`config.mk`:
```
export PLATFORM = sky130hd
export DESIGN_NAME = ils_cell
export DESIGN_NICKNAME = d
export VERILOG_FILES = /design/src/rtl/indexed_list_store_macros.svh /design/src/rtl/ils_pkg.sv /design/src/rtl/ils_cell.sv
export SDC_FILE = /design/constraint.sdc
export NUM_CORES = 1
export LEC_CHECK = 0
export BUFFER_PORTS_ARGS = -buffer_cell sky130_fd_sc_hd__buf_2
export CORE_MARGIN = 5
export CORE_UTILIZATION = 40
export CTS_BUF_LIST = sky130_fd_sc_hd__clkbuf_4 sky130_fd_sc_hd__clkbuf_8
export CTS_CLUSTER_DIAMETER = 150
export DETAILED_ROUTE_END_ITERATION = 12
export PLACE_DENSITY = 0.87
export SLEW_MARGIN = 0
export SYNTH_ARGS = -nofsm -noshare
export SYNTH_HDL_FRONTEND = slang
export SYNTH_SLANG_ARGS = --single-unit
```
`constraint.sdc`:
```
create_clock -name i_clk -period 4.2 [get_ports i_clk]
set_clock_uncertainty 0.1 [all_clocks]
set_input_delay 0.21 -clock i_clk [delete_from_list [all_inputs] [get_ports i_clk]]
set_output_delay 0.21 -clock i_clk [all_outputs]
set_load 0.1 [all_outputs]
```
`src/rtl/indexed_list_store_macros.svh`:
```
// Assertion macros for the indexed list store.
// Included by the RTL files that carry concurrent assertions; depends on nothing.
`ifndef INDEXED_LIST_STORE_MACROS_SVH
`define INDEXED_LIST_STORE_MACROS_SVH

// Same-cycle implication, disabled while reset is held.
`define ILS_ASSERT_IMP(label, clk, rst_n, ante, cons, msg) \
    label: assert property (@(posedge clk) disable iff (!rst_n) (ante) |-> (cons)) \
        else $error(msg);

// Next-cycle implication, disabled while reset is held.
`define ILS_ASSERT_NEXT(label, clk, rst_n, ante, cons, msg) \
    label: assert property (@(posedge clk) disable iff (!rst_n) (ante) |=> (cons)) \
        else $error(msg);

`endif

```
`src/rtl/ils_pkg.sv`:
```
// Shared types, codes and helper functions of the indexed list store.
// Used by the cell, the read tree and the top level; no dependencies.
`default_nettype none

package ils_pkg;

    // Operation codes.
    localparam logic [1:0] OP_INSERT = 2'd0;
    localparam logic [1:0] OP_READ   = 2'd1;
    localparam logic [1:0] OP_DELETE = 2'd2;
    localparam logic [1:0] OP_CLEAR  = 2'd3;

    // Status codes.
    localparam logic [1:0] ST_OK    = 2'd0;
    localparam logic [1:0] ST_RANGE = 2'd1;
    localparam logic [1:0] ST_FULL  = 2'd2;

    // Read value returned when nothing was read.
    localparam logic signed [31:0] NO_VALUE = 32'sh8000_0000;

    // Position code that names the tail.
    localparam logic signed [7:0] POS_TAIL = -8'sd1;

    // Shift command broadcast to every cell.
    typedef struct packed {
        logic               ins;
        logic               del;
        logic signed [31:0] value;
    } t_cell_ctl;

    // Number of register levels of the eight-way read tree.
    function automatic int tree_levels(input int cap);
        int lv;
        lv = ($clog2(cap) + 2) / 3;
        return lv;
    endfunction

endpackage

`default_nettype wire

```
`src/rtl/ils_cell.sv`:
```
// One storage cell of the list chain: holds one entry and shifts with its neighbors.
// Depends on ils_pkg for the shift command struct.
`default_nettype none

module ils_cell #(
    parameter int IDX = 0,
    parameter int IW  = 6
) (
    input  wire logic               i_clk,
    input  wire ils_pkg::t_cell_ctl i_ctl,
    input  wire logic [IW-1:0]      i_key,
    input  wire logic [31:0]        i_left,
    input  wire logic [31:0]        i_right,
    output logic [31:0]             o_data,
    output logic [31:0]             o_tap
);

    localparam logic [IW-1:0] MY_IDX = IW'(IDX);

    logic [31:0] r_data;
    logic        w_hit;
    logic        w_above;

    assign w_hit   = (i_key == MY_IDX);
    assign w_above = (MY_IDX > i_key);

    // Insert opens a gap at the key by moving higher entries up one place;
    // delete closes it by pulling the higher entries down. Otherwise the entry holds.
    always_ff @(posedge i_clk) begin
        priority if (i_ctl.ins && w_above) begin
            r_data <= i_left;
        end else if (i_ctl.ins && w_hit) begin
            r_data <= i_ctl.value;
        end else if (i_ctl.del && (w_above || w_hit)) begin
            r_data <= i_right;
        end else begin
            r_data <= r_data;
        end
    end

    assign o_data = r_data;
    assign o_tap  = w_hit ? r_data : 32'h0;

endmodule

`default_nettype wire

```
==> summary.md <==
| Metric | Value |
|---|---|
| Crit path buf inv count | 1 |
| Residual DRC | 0 |
| Avg Cell Area, Syn | 16.3 um2 |
| Post_cts resized | 0 |
| Max-slew violation count | 0 |
| Crit Path Category | input port to register |
| Clk pin slew, worst setup/hold paths | 0.06 ns |
| Max cap viols | 0 |
| Initial antenna violation count | 0 |
| Vias in the first global route | 1486 |
| Area of the die | 5790 um2 |
| CORE AREA | 4290 um2 |
| Die X-Extent | 76.1 um |
| Minimum clock period | 2.55 ns |
| Clock tree buffer depth | 2 |
| Overflow left after global routing | 0 |
| Layout overhead on the synthesized area | 43.8% |
| Top Layer Used | met4 |
| Crit-path max FO | 32 |
| Routed wl met3 | 485 um |
| Routed length per instance | 14.4 um |
| Slowest CP cell | or4b_2 |
| Hold Violations, Final | 0 |
| Ranking of synthesized cells by area | edfxtp_1 55%, mux2_4 26%, and2_1 11% |
| H-tree depth | 2 |
| Total power | 0.000675 W |
| Clk sinks | 32 |
| Total global routing track utilization | 0.151 |
| Synth top area share | 0.550 |
| Largest net degree at the start of global routing | 34 |
| Met2 WL | 2.16 mm |
| Hold Buf Count CTS | 0 |
| Power per cell area | 269 nW/um2 |
| Synth warnings | 0 |
| Post-Place Cells | 290 |
| Crit end category | register |
| Cell Count, Final, Fillers Out | 297 |
| RePlAce Congestion | 0.765 |
| CTS tree | yes |
| Worst-Margin Slew | 1.17 ns |
| WP data arrival | 2.47 ns |
| WL met1 | 1.58 mm |
| Post-DP HPWL | 3.37 mm |
| Endpoints failing setup | 0 |
| Pleak | 1.33 nW |
| Outcome | completed |
| Cts bufs inserted | 5 |
| Iter 0 DRT Violations | 26 |
| Final setup TNS | 0 ns |
| Cell taking the most area after synthesis | edfxtp_1 |
| Largest register FFs | 32 |
| Most frequent cells in the layout | 136 x buf_2, 32 x and2_1, 32 x edfxtp_1 |
| Crit-path max cell delay | 1.14 ns |
| Drt total wl | 4.29 mm |
| Worst slew margin | 0.217 |
| Crit start category | input port |
| Routed vias/inst | 4.56 |
| FP Rows | 24 |
| #FFs+latches synth | 32 |
| Mapped Nets | 212 |
| Synth unique cells | 11 |
| Postcts setup bufs | 0 |
| Port Buffer Count | 136 |
| Nets | 350 |
| Ratio of cells with drive above 1 in the final layout | 0.731 |
| Drt pass-1 iters | 4 |
| Vias | 1353 |
| Sequential cell area fraction in the yosys report | 0.550 |
| Top Family by Delay on Critical Path | simple AND/OR/NAND/NOR gates |
| Tcrit/Tclk final | 0.607 |
| DIE HEIGHT | 76.1 um |
| Post-Syn Instances | 107 |
| Antenna diodes | 0 |
| Root Driver | clkbuf_8 |
| FMAX | 392 MHz |
| Crit path required time | 4.12 ns |
| Cell area after synthesis | 1750 um2 |
| Worst vdd ir | 176 uV |
| First-pass GRT wire length | 7.10 mm |
| Commonest non-fill, non-tap cell in the layout | buf_2 |
| RSZ-0062 raised after global routing | false |
| IO Pins | 169 |
| Class of the worst hold path | input port to register |
| Critical-path cell list | buf_2, or4_1, or4b_2, mux2_4 |
| Final ANT Viol Nets | 0 |
| Initial Util | 0.407 |
==> cell families after synthesis <==
group           Yosys count  synth area share
simple gates             35             0.128
mux                      32             0.271
flops                    32             0.550
buf+inv                   7            0.0473
compound gates            1           0.00430
==> cells in the mapped netlist <==
library cell,instances
clkbuf_1,3
o21a_1,1
nor3_1,1
buf_12,3
or4_1,1
mux2_2,2
edfxtp_1,32
or4b_1,1
mux2_4,30
and2_1,32
buf_6,1
==> metrics by stage <==
stage	hold WS, ns	setup slack [ns]	utilization	cell area [um2]
floorplan	0.327	1.60	-	1750
global placement	0.411	1.38	0.566	2430
detailed placement	0.413	1.34	0.566	2430
CTS	0.119	1.64	0.585	2510
global route	0.118	1.60	0.585	2510
finish	0.131	1.65	0.585	2510
==> final cells by class <==
class                           instances  area, um2
Tap cell                               52       65.1
Timing Repair Buffer                  138        696
Multi-Input combinational cell         68        708
Sequential cell                        32        961
Clock buffer                            6       76.3
Clock inverter                          1       5.00
Fill cell                             350       1780
==> path summary, 6_finish.rpt <==
| kind | from | end | slack, ns | cells after the start |
|---|---|---|---|---|
| worst max-delay path | i_key[5] | o_data[19] | 1.65 | 4 |
| worst min-delay path | i_ctl[9] | o_data[9] | 0.13 | 2 |
==> layer usage <==
metal | vias up | global-route usage
met5 | - | 0
met1 | 611 | 0.165
met4 | 0 | 0.0664
met2 | 79 | 0.257
li1 | 659 | -
met3 | 4 | 0.0579
==> where the power goes <==
| group | leakage [nW] | total (W) | internal [W] | switching (W) |
|---|---|---|---|---|
| Sequential | 0.288 | 0.000356 | 0.000355 | 0.00000113 |
| Clock | 0.0445 | 0.000220 | 0.000119 | 0.000101 |
| Combinational | 0.999 | 0.0000991 | 0.0000487 | 0.0000504 |
| Total | 1.33 | 0.000675 | 0.000522 | 0.000152 |
Power figures use the tool's default switching activity.
